<file path="src/hdl/assert_macros.svh">
// assertion macros used by the classifier top level
// no dependencies; the user must provide aclk and aresetn in scope
`ifndef ASSERT_MACROS_SVH
`define ASSERT_MACROS_SVH

// implication checked on every rising edge outside reset
`define GNB_ASSERT(label, prop, msg) \
    label: assert property (@(posedge aclk) disable iff (!aresetn) prop) else $error(msg);

// condition that must never be seen outside reset
`define GNB_NEVER(label, cond, msg) \
    `GNB_ASSERT(label, !(cond), msg)

`endif

</file>
<file path="src/hdl/gnb_mul.sv">
// shared unsigned 32x32 multiplier with registered product
// no dependencies
module gnb_mul (
    input  logic        aclk,
    input  logic [31:0] a,
    input  logic [31:0] b,
    output logic [63:0] p
);

    logic [63:0] p_reg;

    always_ff @(posedge aclk) begin
        p_reg <= 64'(a) * 64'(b);
    end

    assign p = p_reg;

endmodule

</file>
<file path="config.mk">
export PLATFORM = sky130hd
export DESIGN_NAME = gnb_mul
export DESIGN_NICKNAME = d
export VERILOG_FILES = /design/src/hdl/assert_macros.svh /design/src/hdl/gnb_mul.sv
export SDC_FILE = /design/constraint.sdc
export NUM_CORES = 2
export LEC_CHECK = 0
export ABC_AREA = 0
export BUFFER_PORTS_ARGS = -buffer_cell sky130_fd_sc_hd__buf_2
export CORE_UTILIZATION = 40
export CTS_BUF_LIST = sky130_fd_sc_hd__clkbuf_8
export DETAILED_ROUTE_END_ITERATION = 8
export PLACE_DENSITY_LB_ADDON = 0.1
export SETUP_SLACK_MARGIN = 0.2
export SYNTH_ARGS = -nofsm -noshare
export SYNTH_HDL_FRONTEND = slang
export SYNTH_SLANG_ARGS = --single-unit
export TNS_END_PERCENT = 20
</file>
<file path="constraint.sdc">
create_clock -name aclk -period 6.38 [get_ports aclk]
set_input_delay 0 -clock aclk [delete_from_list [all_inputs] [get_ports aclk]]
set_output_delay 0 -clock aclk [all_outputs]
set_load 0.03 [all_outputs]
</file>
==> impl_results.md <==
* Outcome: finished with violations
* Failing checks: negative setup slack
* DRT iter0 DRCs at 1021
* Crit path largest cell delay at 0.59 ns
* Worst EP arrival at 6.79 ns
* Final min period at 6.545 ns
* Most used cell along the critical path: fa_1
* Fraction of layout cells with a size suffix above 1 at 16.63%
* Post-synth EDFFs at 0
* DIE WIDTH at 296.4 um
* Max cap viols at 0
* Hold_sp: b[0]
* Port bufs at 128
* Final wirelength at 101600 um
* Setup TNS at -1.204 ns
* Sequential share of the synthesized area at 3.695%
* Number of library cell types mapped by synthesis at 57
* CTS tree: built
* Number of H-tree levels at 3
* Die height at 296.4 um
* Vias after detailed routing at 25190
* Final setup violation count at 21
* Rows at 107
* CTS buffer count at 9
* Global-route wire length before repair at 160800 um
* Tcrit/Tclk final at 102.6%
* Flops & latches, synth at 64
* Worst-Margin Slew at 0.5075 ns
* Worst setup path endpoint: p[62]$_DFF_P_
* Clock root cell: clkbuf_8
* Cells after DPL at 5180
* DP Wirelength at 90690 um
* Post-Synthesis Cells at 3748
* Finished Layout Cells at 5213
* Crit end category: flip-flop
* Number of global-route vias before repair at 28010
* Remaining antenna violation count at 0
* Critical path type: in -> reg
* Reg clk slew, reported paths at 0.07 ns
* Core ar. at 0.08555 mm2
* Worst hold slack at 0.5102 ns
* CTS Buffer Depth at 2
* Setup crit start: a[18]
* Fmax at 152.8 MHz
* GP Congestion at 0.8488
* Post-Syn Nets at 4972
* Area grow syn2layout at 16.49%
* IO Pins at 129
* Max FFs per register at 64
* Average size of a mapped cell at 9.252 um2
* CTS Sinks at 64
* DR WL/cell at 19.48 um
* Initial DRT Pass Iterations at 6
* RSZ-0062 raised after global routing: yes
* Post-CTS Hold Buffers at 0
* Final Hold Vio Count at 0
* Dominant synthesized flop cell: dfxtp_1
* Worst setup SP type: primary input
* Initial Util at 40.53%
* Worst-path fanout max at 12
* Fill cell count at 8461
* Initial antenna violation count at 3
* Die area at 0.08787 mm2
* CP max-delay cell: fa_1
* Tot GR Track Use at 24.36%
* # DRC at 0
* Max-slew violation count at 0
* Overflow after GRT at 0
* Layout Nets at 5285
* Asr flop ratio synth at 0%
* CP required at 6.62 ns
* Hold WC Path Type: in -> reg
* Vias per std cell at 4.832
* Max transition margin at 65.92%
* Syn. warnings at 0
* Commonest cells after routing, fill and taps aside: inv_1 (859), fa_1 (859), and2_1 (578)
* Largest net degree at the start of global routing at 23
* Cell area after synthesis at 0.03468 mm2
* Worst setup margin at -0.1653 ns
-- synth_stat cells, types with 3 or more instances --
library cell  number  area share, %
o21bai_1          10           0.22
fa_1             896             52
or4_1              3          0.065
dfxtp_1           64            3.7
nand4_1           23           0.41
and4_1             3          0.076
a221o_1            4           0.12
o21a_1             9           0.19
a221oi_4           3           0.23
inv_1            865            9.4
a21oi_1           63           0.91
ha_1             263            9.5
and2_1           602             11
and3_1            14           0.25
buf_2              6          0.087
o221ai_1           3          0.076
or2_2              3          0.054
xor2_1            25           0.63
nor3_1             7           0.10
nor2_1            20           0.22
a21o_1            40           0.87
o21ai_0           21           0.30
nand2_1          480            5.2
o31ai_4            3           0.18
a211oi_1           3          0.065
a21boi_1           3          0.065
clkbuf_1         213            2.3
xnor2_1           35           0.88
nand3_1           10           0.14
or3_1              3          0.054
o21ai_1            5          0.072
a31oi_1           12           0.22
a21oi_2            3          0.076
-- critical path: cells and delay by family --
| kind | cells | cell delay, ns |
|---|---|---|
| buffers and inverters | 6 | 0.73 |
| adder cells (fa/ha/maj) | 9 | 4.33 |
| AND/OR/NAND/NOR | 2 | 0.26 |
| XOR/XNOR | 1 | 0.14 |
| AO/OA/AOI/OAI | 7 | 1.31 |
-- area by class of cell --
cell class,count,area [um2],share of cell area (%)
clock buffers,11,151.4,0.3748
diodes,3,7.507,0.01859
clock inverters,5,78.83,0.1951
inverters,865,3247,8.038
repair buffers,522,4315,10.68
flip-flops and latches,64,1281,3.172
multi-input cells,2599,29880,73.97
well taps,1144,1431,3.544
-- layer usage --
layer	wire length, um	GRT usage, %	vias to the layer above
li1	-	-	11470
met1	39900	29.23	13210
met2	55430	46.02	387
met3	2669	1.898	128
met4	3562	7.367	0
met5	0	0	-
-- kinds of logic after synthesis --
logic type,count (synthesis),share of synthesized area [%]
AO/OA/AOI/OAI,202,4.153
XOR/XNOR,60,1.515
adder cells (fa/ha/maj),1159,61.22
buffers and inverters,1085,11.77
flip-flops,64,3.695
multiplexers,1,0.02887
AND/OR/NAND/NOR,1177,17.62
-- through the flow --
| stage | area, um2 | utilization [%] | setup WS (ns) |
|---|---|---|---|
| finish | 40390 | 47.22 | -0.1653 |
| global route | 40390 | 47.21 | -0.3349 |
| CTS | 40090 | 46.87 | -0.1721 |
| detailed placement | 39060 | 45.65 | -0.9139 |
| global placement | 39060 | 45.65 | -0.8454 |
| floorplan | 35030 | - | -0.1596 |
-- what timing repair did --
action	CTS	global route
pin swaps	83	47
cloned	1	0
setup endpoints to repair	37	38
buffers inserted	9	4
resized for setup	188	65
-- worst min-delay path by stage --
stage | end | depth (start not counted)
5_1_grt | p[0]$_DFF_P_ | 4
3_5_place_dp | p[60] | 1
6_report | p[0]$_DFF_P_ | 4
3_3_place_gp | p[13] | 1
4_1_cts | p[0]$_DFF_P_ | 4
2_1_floorplan | p[0]$_DFF_P_ | 1
Power is left out: the tool's default activity adds up to more than one toggle a clock period on the data nets, which glitch-free logic cannot reach.
