===== src/hdl/assert_macros.svh =====
// assertion macros used by the classifier top level
// no dependencies; the user must provide aclk and aresetn in scope
`ifndef ASSERT_MACROS_SVH
`define ASSERT_MACROS_SVH

// implication checked on every rising edge outside reset
`define GNB_ASSERT(label, prop, msg) \
    label: assert property (@(posedge aclk) disable iff (!aresetn) prop) else $error(msg);

// condition that must never be seen outside reset
`define GNB_NEVER(label, cond, msg) \
    `GNB_ASSERT(label, !(cond), msg)

`endif


===== src/hdl/gnb_pkg.sv =====
// shared types and constants of the gaussian naive bayes classifier
// no dependencies
package gnb_pkg;

    // action codes carried in s_tuser
    localparam logic [1:0] ACT_CLEAR   = 2'd0;
    localparam logic [1:0] ACT_TRAIN   = 2'd1;
    localparam logic [1:0] ACT_PREDICT = 2'd2;

    // label code that is never a class
    localparam logic [1:0] LABEL_UNKNOWN = 2'd3;

    // 1 / (2 ln 2) in q16
    localparam logic [15:0] INV_2LN2 = 16'd47274;

    localparam int LOG_FRAC  = 16;
    localparam int LOG_ITERS = 16;
    localparam int MANT_W    = 31;   // q1.30 mantissa
    localparam int FEAT_IN   = 4;
    localparam int X_W       = 16;
    localparam int SCORE_W   = 64;

    typedef enum logic [4:0] {
        ST_IDLE,
        ST_TRAIN_CHK,
        ST_TRAIN_MUL,
        ST_TRAIN_ACC,
        ST_CLASS,
        ST_LOG_NORM,
        ST_LOG_MUL,
        ST_LOG_SQ,
        ST_LOG_END,
        ST_MEAN_DIV,
        ST_MEAN_WAIT,
        ST_MSQ_DIV,
        ST_MSQ_WAIT,
        ST_M2_MUL,
        ST_M2_END,
        ST_DD_MUL,
        ST_DQ_MUL,
        ST_DQ_END,
        ST_Q_WAIT,
        ST_CLASS_END,
        ST_DONE
    } state_t;

    typedef struct packed {
        logic clear;
        logic inc;
        logic acc;
    } stats_cmd_t;

endpackage


===== src/hdl/gnb_stats.sv =====
// per-class training statistics: count, feature sums, sums of squares
// depends on gnb_pkg
module gnb_stats #(
    parameter int NUM_CLASSES  = 3,
    parameter int NUM_FEATURES = 4,
    parameter int COUNT_WIDTH  = 16
) (
    input  logic                                 aclk,
    input  logic                                 aresetn,
    input  gnb_pkg::stats_cmd_t                  cmd,
    input  logic [$clog2(NUM_CLASSES)-1:0]       cls,
    input  logic [((NUM_FEATURES > 1) ? $clog2(NUM_FEATURES) : 1)-1:0] feat,
    input  logic signed [gnb_pkg::X_W-1:0]       add_x,
    input  logic [31:0]                          add_sq,
    output logic [COUNT_WIDTH-1:0]               rd_count,
    output logic signed [16+COUNT_WIDTH-1:0]     rd_sum,
    output logic [32+COUNT_WIDTH-1:0]            rd_sq
);

    localparam int SUM_W = 16 + COUNT_WIDTH;
    localparam int SQ_W  = 32 + COUNT_WIDTH;

    logic [COUNT_WIDTH-1:0]  count_reg [NUM_CLASSES];
    logic signed [SUM_W-1:0] sum_reg   [NUM_CLASSES][NUM_FEATURES];
    logic [SQ_W-1:0]         sq_reg    [NUM_CLASSES][NUM_FEATURES];

    always_ff @(posedge aclk) begin
        if (!aresetn || cmd.clear) begin
            for (int c = 0; c < NUM_CLASSES; c++) begin
                count_reg[c] <= '0;
                for (int f = 0; f < NUM_FEATURES; f++) begin
                    sum_reg[c][f] <= '0;
                    sq_reg[c][f]  <= '0;
                end
            end
        end else begin
            if (cmd.inc) begin
                count_reg[cls] <= count_reg[cls] + 1'b1;
            end
            if (cmd.acc) begin
                sum_reg[cls][feat] <= sum_reg[cls][feat] + SUM_W'(add_x);
                sq_reg[cls][feat]  <= sq_reg[cls][feat] + SQ_W'(add_sq);
            end
        end
    end

    assign rd_count = count_reg[cls];
    assign rd_sum   = sum_reg[cls][feat];
    assign rd_sq    = sq_reg[cls][feat];

endmodule


===== config.mk =====
export PLATFORM = sky130hd
export DESIGN_NAME = gnb_stats
export DESIGN_NICKNAME = d
export VERILOG_FILES = /design/src/hdl/assert_macros.svh /design/src/hdl/gnb_pkg.sv /design/src/hdl/gnb_stats.sv
export SDC_FILE = /design/constraint.sdc
export NUM_CORES = 2
export LEC_CHECK = 0
export BUFFER_PORTS_ARGS = -buffer_cell sky130_fd_sc_hd__buf_2
export CORE_MARGIN = 2
export CORE_UTILIZATION = 50
export CTS_BUF_LIST = sky130_fd_sc_hd__clkbuf_8
export CTS_CLUSTER_DIAMETER = 150
export DETAILED_ROUTE_END_ITERATION = 10
export HOLD_SLACK_MARGIN = 0.1
export PLACE_DENSITY = 0.71
export RECOVER_POWER = 50
export SLEW_MARGIN = 10
export SYNTH_ARGS = -nofsm -noshare
export SYNTH_HDL_FRONTEND = slang
export SYNTH_SLANG_ARGS = --single-unit

===== constraint.sdc =====
create_clock -name aclk -period 21 [get_ports aclk]
set_input_delay 4.2 -clock aclk [delete_from_list [all_inputs] [get_ports aclk]]
set_output_delay 4.2 -clock aclk [all_outputs]
set_load 0.01 [all_outputs]

==> summary.txt <==
Outcome
  – Status: finished with violations
  – Violated checks: capacitance limit, slew limit

Critical path
  – Setup crit end kind: flip-flop
  – CP endpoint: sq_reg[1][10]
  – CP startpoint: aresetn
  – Crit path launch type: input port
  – RR Endpoint: sq_reg[3][124]
  – R2r startpoint: sq_reg[3][0]
  – Slowest CP cell: clkbuf_1
  – Arrival @ worst endpoint: 16.78 ns
  – CP Class: input port to flip-flop
  – R2R depth: 14
  – Worst EP required: 21.46 ns
  – Max FO, Critical Path: 49
  – Crit-path cells: buf_2 -> nor2b_1 -> clkbuf_1 -> nand2_1 -> nor3b_1 -> nand3_1 -> nand2_1 -> clkbuf_1 -> buf_4
  – Worst path max stage delay: 3.30 ns
  – R2R Setup Slk: 15.36 ns

Floorplanning
  – Initial core utilization: 50.31%
  – Core Box Area: 0.1159 sq mm
  – Die Footprint: 0.1194 sq mm
  – # IOs: 153
  – # rows: 125
  – Die X: 345.5 um
  – Die height: 345.5 um

Timing
  – Final setup viols: 0
  – Worst rel slew slack: -223.4%
  – Fin Hold WS: 0.8478 ns
  – Worst-Margin Slew: 4.852 ns
  – F_max: 0.06127 GHz
  – Tmin final: 16.32 ns
  – RSZ-0062 raised after global routing: no
  – Setup_tns: 0 ns
  – Skew final: 0.06373 ns
  – Final hold violation count: 0
  – Fin. max-slew vios: 1904
  – Final Cycle Share: 77.72%

Clocking
  – Post-CTS setup buffer count: 0
  – CTS tree: built
  – Post-cts hold buffer count: 0
  – Clk pin slew, worst setup/hold paths: 0.06 ns
  – Root buf cell: clkbuf_8
  – CTS Buf Count: 198
  – Clock Latency Late Sink: 0.89 ns
  – Htree depth: 4
  – PostCTS Resize Cnt: 0
  – Clock sink count: 1344
  – CTS Buffer Depth: 3

Logic synthesis
  – Top-count cell post-synth: edfxtp_1
  – Number of synthesized flops with an enable pin: 1344
  – Area contributors post-synth: edfxtp_1 69%, mux4_2 15%, nor2_1 5.4%
  – Xor/xnor share of the synthesized area: 1.545%
  – Largest family of logic cells by synthesized area: multiplexers
  – Primary FF master, synth: edfxtp_1
  – Yosys cell types: 73
  – Post-synth top area share: 69.22%
  – Commonest cells post-synth: 1344 x edfxtp_1, 843 x nor2_1, 384 x mux4_2
  – Asr flop ratio synth: 0%
  – Post-Syn Area per Cell: 16.73 sq um
  – Multiplexer area fraction after synthesis: 15.64%
  – Post-Synthesis Net Count: 3607
  – Synth Cell Area: 0.05830 sq mm
  – Cells after Synth: 3484
  – Synth Area in Compound Gates: 2.751%
  – Post-synth top area cell: edfxtp_1
  – Post-synthesis sequential area ratio: 69.22%
  – #FFs+latches synth: 1344
  – Synth Area in Adders: 1.442%
  – Post-Synth Simple-Gate Area: 7.335%
  – Warnings, synthesis: 0

GRT
  – Global-route wire length before repair: 228700 um
  – Largest net degree at the start of global routing: 115
  – Vias in the first global route: 34150
  – Gr usage total: 26.23%
  – GR Overflow Total: 0
  – Initial antenna violation count: 7

Detailed routing
  – DRT Wirelength: 157500 um
  – Final antenna-violating net count: 0
  – DRT Pass-1 Iters: 6
  – Initial DRC Count: 4904
  – DRC Markers: 0
  – WL per Instance: 29.30 um
  – DR vias: 33910
  – Via/cell ratio: 6.308

Finish
  – Nets: 3809
  – Final core utilization: 55.19%
  – Max FFs per register: 768
  – Layout area overhead: 9.704%
  – Layout cell share with drive strength beyond 1: 21.38%

Pwr
  – Final Power: 5.720 mW
  – Pleak: 23.53 nW
  – Power Dens Cells: 89.42 mW/mm^2
  – IR drop worst, VDD: 0.05265 mV

Flow run
  – Max_cap viols: 48

Worst hold path
  – Hold crit path type: flip-flop to flip-flop
  – Hold_sp: count_reg[2][0]

Place
  – Port bufs: 152
  – GPL Wtd Cong: 0.8465
  – Dpl hpwl: 83040 um
[cell usage in the layout (no fill, tap or decap), types with 7 or more instances in the layout]
cell and instances:
o21a_1 13, a22oi_1 26, nor2_1 843, o211ai_1 11, nor3_1 13, o21bai_1 7, clkinv_1 66, buf_4 22
nand4_1 9, xnor2_1 45, o21ai_0 42, clkbuf_8 199, edfxtp_1 1344, clkbuf_1 29, a211oi_1 10, a21oi_1 69
nor2b_1 9, mux4_2 384, ha_1 64, mux4_1 18, nand2_1 112, and3_1 16, xor2_1 31, nand2b_1 7
a21o_1 32, clkinv_2 20, or3_1 8, nand3_1 22, buf_2 147, inv_1 131
[layer usage]
metal | track usage [%] | routed length (um) | up-vias
met1 | 36.91 | 60700 | 17650
met3 | 5.094 | 16340 | 249
met5 | 0 | 23 | -
li1 | - | - | 13900
met2 | 42.14 | 76760 | 2108
met4 | 7.474 | 3656 | 4
[stage by stage]
stage                     cell area [sq um]  worst slack (ns)  cells
after floorplan                       58300             8.964   3484
after global placement                60670             8.843   5010
after detailed placement              60670             8.846   5010
after CTS                             64270             8.845   5373
after global routing                  63960             4.508   5375
final                                 63960             4.679   5375
[kinds of logic after synthesis]
group	after synthesis
AOI/OAI and AO/OA	246
xor gates and xnor gates	87
muxes	402
DFF	1344
and+or+nand+nor	1066
buffers and inverters	273
adders and majority gates	66
[cell type report]
cell class	count	area, sq um
timing repair buffer	202	1071
clock inverter	164	863.3
clock buffer	199	2739
multi-input combinational	1867	16740
tap	1524	1907
antenna	2	5.005
fill	8925	51930
sequential	1344	40360
inverter	73	274.0
[worst min-delay path by stage]
stage | depth (start not counted) | endpoint | slack [ns]
after floorplan | 2 | count_reg[3][1] | 0.82
after global placement | 2 | count_reg[3][1] | 0.81
after detailed placement | 3 | count_reg[3][8] | 0.83
after CTS | 3 | count_reg[3][8] | 0.85
after global routing | 2 | count_reg[1][0] | 0.88
final | 2 | count_reg[3][0] | 0.85
[where the power goes]
part	switching (mW)	internal, mW
Combinational	0.427	0.232
Sequential	0.0295	3.07
Clock	1.02	0.941
[critical path, delay by kind of cell]
family | cells | cell delay [ns]
simple gates | 5 | 7.34
buf+inv | 4 | 5.18
(Power assumes the default switching activity.)
