<file path="config.mk">
export PLATFORM = sky130hd
export DESIGN_NAME = gnb_div
export DESIGN_NICKNAME = d
export VERILOG_FILES = /design/src/hdl/assert_macros.svh /design/src/hdl/gnb_div.sv
export SDC_FILE = /design/constraint.sdc
export NUM_CORES = 1
export LEC_CHECK = 0
export ABC_AREA = 1
export BUFFER_PORTS_ARGS = -buffer_cell sky130_fd_sc_hd__buf_4
export CAP_MARGIN = 20
export CORE_MARGIN = 2
export CORE_UTILIZATION = 45
export DETAILED_ROUTE_END_ITERATION = 12
export PLACE_DENSITY_LB_ADDON = 0.2
export SETUP_SLACK_MARGIN = 0.15
export SLEW_MARGIN = 5
export SYNTH_ARGS = -nofsm -noshare
export SYNTH_HDL_FRONTEND = slang
export SYNTH_SLANG_ARGS = --single-unit
</file>
<file path="constraint.sdc">
create_clock -name aclk -period 4.3 [get_ports aclk]
set_input_delay 0.645 -clock aclk [delete_from_list [all_inputs] [get_ports aclk]]
set_output_delay 0.645 -clock aclk [all_outputs]
set_load 0.01 [all_outputs]
</file>
<file path="src/hdl/assert_macros.svh">
// assertion macros used by the classifier top level
// no dependencies; the user must provide aclk and aresetn in scope
`ifndef ASSERT_MACROS_SVH
`define ASSERT_MACROS_SVH

// implication checked on every rising edge outside reset
`define GNB_ASSERT(label, prop, msg) \
    label: assert property (@(posedge aclk) disable iff (!aresetn) prop) else $error(msg);

// condition that must never be seen outside reset
`define GNB_NEVER(label, cond, msg) \
    `GNB_ASSERT(label, !(cond), msg)

`endif

</file>
<file path="src/hdl/gnb_div.sv">
// shared restoring divider, one quotient bit per cycle
// no dependencies
module gnb_div #(
    parameter int DW = 48
) (
    input  logic          aclk,
    input  logic          aresetn,
    input  logic          start,
    input  logic [DW-1:0] dividend,
    input  logic [DW-1:0] divisor,
    output logic          busy,
    output logic          done,
    output logic [DW-1:0] quotient,
    output logic          rem_nz
);

    localparam int CNT_W = $clog2(DW);

    logic [DW-1:0]    rem_reg, rem_next;
    logic [DW-1:0]    quo_reg, quo_next;
    logic [DW-1:0]    dvs_reg, dvs_next;
    logic [CNT_W-1:0] cnt_reg, cnt_next;
    logic             busy_reg, busy_next;
    logic             done_reg, done_next;
    logic [DW:0]      trial;

    always_comb begin
        rem_next  = rem_reg;
        quo_next  = quo_reg;
        dvs_next  = dvs_reg;
        cnt_next  = cnt_reg;
        busy_next = busy_reg;
        done_next = 1'b0;
        trial     = {rem_reg, quo_reg[DW-1]};
        if (start) begin
            rem_next  = '0;
            quo_next  = dividend;
            dvs_next  = divisor;
            cnt_next  = '0;
            busy_next = 1'b1;
        end else if (busy_reg) begin
            if (trial >= {1'b0, dvs_reg}) begin
                rem_next = DW'(trial - {1'b0, dvs_reg});
                quo_next = {quo_reg[DW-2:0], 1'b1};
            end else begin
                rem_next = trial[DW-1:0];
                quo_next = {quo_reg[DW-2:0], 1'b0};
            end
            cnt_next = cnt_reg + 1'b1;
            if (cnt_reg == CNT_W'(DW - 1)) begin
                busy_next = 1'b0;
                done_next = 1'b1;
            end
        end
    end

    always_ff @(posedge aclk) begin
        if (!aresetn) begin
            busy_reg <= 1'b0;
            done_reg <= 1'b0;
            cnt_reg  <= '0;
        end else begin
            busy_reg <= busy_next;
            done_reg <= done_next;
            cnt_reg  <= cnt_next;
        end
        rem_reg <= rem_next;
        quo_reg <= quo_next;
        dvs_reg <= dvs_next;
    end

    assign busy     = busy_reg;
    assign done     = done_reg;
    assign quotient = quo_reg;
    assign rem_nz   = (rem_reg != '0);

endmodule

</file>
==> impl_results.html <==
<table>
<tr><th>Metric</th><th>Value</th></tr>
<tr><th colspan="2">STA</th></tr>
<tr><td>Number of failing hold endpoints at the final stage</td><td>0</td></tr>
<tr><td>Slew Limit Headroom</td><td>between 40% and 50%</td></tr>
<tr><td>Final critical delay including setup and external delays</td><td>roughly 2.9 ns</td></tr>
<tr><td>Sum of negative setup slack</td><td>0 ns</td></tr>
<tr><td>Fraction of the cycle the final worst path needs</td><td>between 60% and 70%</td></tr>
<tr><td>Achievable clock frequency</td><td>between 300 and 400 MHz</td></tr>
<tr><td>Unrepaired setup endpoints after global routing</td><td>false</td></tr>
<tr><td>Final worst slack</td><td>1.42 ns</td></tr>
<tr><td>Transition time at the pin with the least slew margin</td><td>between 0.8 and 0.9 ns</td></tr>
<tr><td>Total count of max-transition violations in the final report</td><td>0</td></tr>
<tr><td>Final count of negative-setup-slack endpoints</td><td>0</td></tr>
<tr><td>Worst Clk Skew</td><td>between 0.015 and 0.02 ns</td></tr>
<tr><th colspan="2">Setup path</th></tr>
<tr><td>CP startpoint</td><td>rem_reg[31]</td></tr>
<tr><td>R2R depth</td><td>11</td></tr>
<tr><td>CP endpoint</td><td>rem_nz</td></tr>
<tr><td>Top Family by Delay on Critical Path</td><td>simple AND/OR/NAND/NOR gates</td></tr>
<tr><td>Highest cell delay on the worst timing path</td><td>around 0.80 ns</td></tr>
<tr><td>Crit-path slowest cell</td><td>sky130_fd_sc_hd__nor4_1</td></tr>
<tr><td>Biggest fanout along the worst timing path</td><td>3</td></tr>
<tr><td>Cell-by-cell listing of the critical path</td><td>inv_1 -&gt; nand4_1 -&gt; nor4_1 -&gt; nand3_1 -&gt; buf_4</td></tr>
<tr><td>R2r setup slk</td><td>1.53 ns</td></tr>
<tr><td>CP Buf/Inv Count</td><td>2</td></tr>
<tr><td>Critical R2R Capture</td><td>rem_reg[25]</td></tr>
<tr><td>Nature of the critical path startpoint</td><td>flop</td></tr>
<tr><td>Data arrival at the endpoint of the critical path</td><td>between 2 and 2.5 ns</td></tr>
<tr><td>Required time at the worst-slack endpoint</td><td>between 3 and 4 ns</td></tr>
<tr><td>Critical Path Stages</td><td>5</td></tr>
<tr><td>Endpoint class of the critical path</td><td>output port</td></tr>
<tr><td>Startpoint of the lowest-slack register-to-register path</td><td>rem_reg[40]</td></tr>
<tr><td>Category of the critical setup timing path</td><td>flop to output port</td></tr>
<tr><th colspan="2">Cells and area</th></tr>
<tr><td>Diodes inserted</td><td>0</td></tr>
<tr><td>Area delta synth-&gt;final</td><td>19.3%</td></tr>
<tr><td>Fraction of final layout cells sized beyond drive strength 1</td><td>between 10% and 20%</td></tr>
<tr><td>Post-layout nets</td><td>between 1500 and 2000</td></tr>
<tr><th colspan="2">Clocking</th></tr>
<tr><td>Clk slew on worst S/H paths</td><td>approximately 0.090 ns</td></tr>
<tr><td>Number of buffers inserted during clock tree synthesis</td><td>17</td></tr>
<tr><td>Root cell of the clock tree</td><td>sky130_fd_sc_hd__clkbuf_16</td></tr>
<tr><td>CTS max path bufs</td><td>2</td></tr>
<tr><td>Number of H-tree branching levels</td><td>4</td></tr>
<tr><td>CTS-repair resized insts</td><td>0</td></tr>
<tr><td>Clock insertion delay at the later pin of the skew report</td><td>approximately 0.44 ns</td></tr>
<tr><td>Cts-stage hold buffer count</td><td>0</td></tr>
<tr><td>Post-CTS setup repair buffer count</td><td>0</td></tr>
<tr><td>Number of clock sinks seen by CTS</td><td>roughly 150</td></tr>
<tr><td>TritonCTS clock tree</td><td>yes</td></tr>
<tr><th colspan="2">Global routing</th></tr>
<tr><td>GRT overflow</td><td>0</td></tr>
<tr><td>Pin count of the biggest net entering global routing</td><td>60</td></tr>
<tr><td>GRT Util Overall</td><td>around a quarter</td></tr>
<tr><td>First-pass GRT wire length</td><td>roughly 51000 µm</td></tr>
<tr><td>Number of antenna violations at the first check in global routing</td><td>0</td></tr>
<tr><td>Vias in the first global route</td><td>slightly below 10000</td></tr>
<tr><th colspan="2">Logic synthesis</th></tr>
<tr><td>Post-synth EDFFs</td><td>96</td></tr>
<tr><td>Post-synthesis area per instance</td><td>about 6.5 µm²</td></tr>
<tr><td>Syn nets</td><td>1797</td></tr>
<tr><td>Flops &amp; latches, synth</td><td>~150</td></tr>
<tr><td>Synth unique cells</td><td>34</td></tr>
<tr><td>Synth Warn #</td><td>0</td></tr>
<tr><td>Register area share after synthesis</td><td>between 30% and 40%</td></tr>
<tr><td>Cells taking the most area after synthesis</td><td>sky130_fd_sc_hd__edfxtp_1 (27%), sky130_fd_sc_hd__nand2_1 (25%), sky130_fd_sc_hd__inv_1 (11%)</td></tr>
<tr><td>FFs w/ async S/R, synth</td><td>0%</td></tr>
<tr><td>Synth top area share</td><td>26.9%</td></tr>
<tr><td>Number of cells produced by synthesis</td><td>1648</td></tr>
<tr><td>Cell area after synthesis</td><td>~11000 µm²</td></tr>
<tr><td>Commonest register cell after synthesis</td><td>sky130_fd_sc_hd__edfxtp_1</td></tr>
<tr><td>Cell type contributing the most total cell area after synthesis</td><td>sky130_fd_sc_hd__edfxtp_1</td></tr>
<tr><th colspan="2">Placed design</th></tr>
<tr><td>Post-Place Setup Slack</td><td>about 1.3 ns</td></tr>
<tr><td>Routability congestion estimate</td><td>between 0.9 and 1</td></tr>
<tr><td>Detailed Place HPWL</td><td>about 24000 µm</td></tr>
<tr><td>Number of buffers added on ports</td><td>between 100 and 150</td></tr>
<tr><th colspan="2">Routing</th></tr>
<tr><td>DR vias/cell</td><td>between 4 and 5</td></tr>
<tr><td>TritonRoute pass-1 iters</td><td>7</td></tr>
<tr><td>Total via count in the routed design</td><td>about 11000</td></tr>
<tr><td>Iteration-0 DRC count of the detailed router</td><td>840</td></tr>
<tr><td>Antenna violation net count after detailed routing</td><td>0</td></tr>
<tr><td>Post-route DRC violation count</td><td>0</td></tr>
<tr><td>Post-DR wirelength/cell</td><td>15.0 µm</td></tr>
<tr><td>Routed wire length</td><td>~32000 µm</td></tr>
<tr><th colspan="2">Floorplan</th></tr>
<tr><td>Die ar.</td><td>roughly 25000 µm²</td></tr>
<tr><td>Placeable core region</td><td>23400 µm²</td></tr>
<tr><td>Initial core utilization</td><td>between 40% and 50%</td></tr>
<tr><td>Number of rows in the core area</td><td>56</td></tr>
<tr><td>Vertical die dimension</td><td>between 150 and 200 µm</td></tr>
<tr><td>IO Count</td><td>150</td></tr>
<tr><td>Die X</td><td>~160 µm</td></tr>
<tr><th colspan="2">Worst hold path</th></tr>
<tr><td>Source of the worst hold timing path</td><td>divisor[37]</td></tr>
<tr><td>Worst Hold Class</td><td>primary input to flop</td></tr>
<tr><th colspan="2">Pwr</th></tr>
<tr><td>Leakage component of the power</td><td>about 7 nW</td></tr>
<tr><td>Pwr/cell area</td><td>between 200 and 300 nW/µm²</td></tr>
<tr><td>IR Drop Worst-Case VDD</td><td>0.280 mV</td></tr>
<tr><th colspan="2">Status</th></tr>
<tr><td>Outcome</td><td>finished clean</td></tr>
<tr><th colspan="2">Run</th></tr>
<tr><td>Max-capacitance violation count</td><td>0</td></tr>
</table>
[kinds of logic (layout without fill, tap and decap cells)]
logic type	after synthesis	after routing	share of synthesized area, %
AND/OR/NAND/NOR	1015	1015	39.4
buffers and inverters	366	514	13.3
flip-flops	152	152	37.4
adder cells (fa/ha/maj)	50	50	5.91
AO/OA/AOI/OAI	40	40	2.03
XOR/XNOR	25	25	2.05
[final cells by class]
type | instances | area [µm²]
Multi-Input combinational cell | 1130 | 5310
Tap cell | 319 | 399
Inverter | 324 | 1220
Sequential cell | 152 | 4000
Clock buffer | 17 | 425
Timing Repair Buffer | 158 | 1230
Fill cell | 2401 | 10600
Clock inverter | 15 | 200
[routing by layer]
| layer | vias to the layer above | global-route usage, % | wire length, µm |
|---|---|---|---|
| met5 | - | 0 | 0 |
| met4 | 0 | 8.41 | 728 |
| met3 | 44 | 5.72 | 2280 |
| met2 | 359 | 40.7 | 13800 |
| met1 | 4779 | 35.7 | 15000 |
| li1 | 5348 | - | - |
[layout by cell type, fill, tap and decap left out, types with 2 or more instances in the layout]
master / synthesis / final
sky130_fd_sc_hd__inv_2: 3 / 4
sky130_fd_sc_hd__a21oi_1: 29 / 29
sky130_fd_sc_hd__nor3_2: 2 / 2
sky130_fd_sc_hd__inv_1: 321 / 320
sky130_fd_sc_hd__buf_16: 0 / 2
sky130_fd_sc_hd__nor4_1: 4 / 4
sky130_fd_sc_hd__edfxtp_1: 96 / 96
sky130_fd_sc_hd__nand3_1: 94 / 94
sky130_fd_sc_hd__nand2_2: 2 / 2
sky130_fd_sc_hd__a21o_1: 2 / 2
sky130_fd_sc_hd__nand3b_1: 4 / 4
sky130_fd_sc_hd__ha_1: 49 / 49
sky130_fd_sc_hd__nor3_1: 6 / 6
sky130_fd_sc_hd__nand4_1: 74 / 74
sky130_fd_sc_hd__nand2_1: 720 / 720
sky130_fd_sc_hd__and2_1: 3 / 3
sky130_fd_sc_hd__nor2_4: 1 / 3
sky130_fd_sc_hd__clkinv_8: 0 / 5
sky130_fd_sc_hd__nor2_2: 6 / 6
sky130_fd_sc_hd__dfxtp_1: 56 / 56
sky130_fd_sc_hd__xnor2_1: 23 / 23
sky130_fd_sc_hd__inv_6: 0 / 4
sky130_fd_sc_hd__buf_4: 0 / 156
sky130_fd_sc_hd__o21ai_0: 4 / 4
sky130_fd_sc_hd__xor2_1: 2 / 2
sky130_fd_sc_hd__nand3_2: 2 / 2
sky130_fd_sc_hd__nor2_1: 96 / 94
sky130_fd_sc_hd__clkbuf_16: 0 / 17
sky130_fd_sc_hd__inv_8: 0 / 4
[through the flow]
stage	cell area, µm²	power (mW)	util, %	cells	hold slack (ns)
2_1_floorplan	10700	1.99	-	1648	0.423
3_3_place_gp	12100	2.22	51.7	2081	0.441
3_5_place_dp	12100	2.23	51.8	2082	0.444
4_1_cts	12700	3.84	54.5	2114	0.353
5_1_grt	12800	3.95	54.6	2115	0.362
6_report	12800	3.81	54.6	2115	0.370
[worst min-delay path by stage]
stage | slack [ns] | cells past startpoint | endpoint
after floorplan | 0.42 | 1 | cnt_reg[5]
after global placement | 0.44 | 1 | cnt_reg[5]
after detailed placement | 0.44 | 1 | cnt_reg[5]
after CTS | 0.35 | 1 | dvs_reg[37]
after global routing | 0.36 | 1 | dvs_reg[29]
final | 0.37 | 1 | dvs_reg[37]
[power breakdown]
| group | leakage (nW) | switching (mW) | internal, mW |
|---|---|---|---|
| combinational | 5.27 | 0.292 | 0.212 |
| clock | 0.305 | 0.761 | 0.846 |
| sequential | 1.41 | 0.0457 | 1.65 |
| total | 6.99 | 1.10 | 2.71 |
[cells in the mapped netlist, types with 6 or more instances]
library cell,n
sky130_fd_sc_hd__clkbuf_1,24
sky130_fd_sc_hd__nand4_1,74
sky130_fd_sc_hd__nor2_1,96
sky130_fd_sc_hd__inv_1,321
sky130_fd_sc_hd__edfxtp_1,96
sky130_fd_sc_hd__nand3_1,94
sky130_fd_sc_hd__buf_2,12
sky130_fd_sc_hd__a21oi_1,29
sky130_fd_sc_hd__xnor2_1,23
sky130_fd_sc_hd__nor2_2,6
sky130_fd_sc_hd__nand2_1,720
sky130_fd_sc_hd__nor3_1,6
sky130_fd_sc_hd__ha_1,49
sky130_fd_sc_hd__dfxtp_1,56
(Power assumes the default switching activity.)
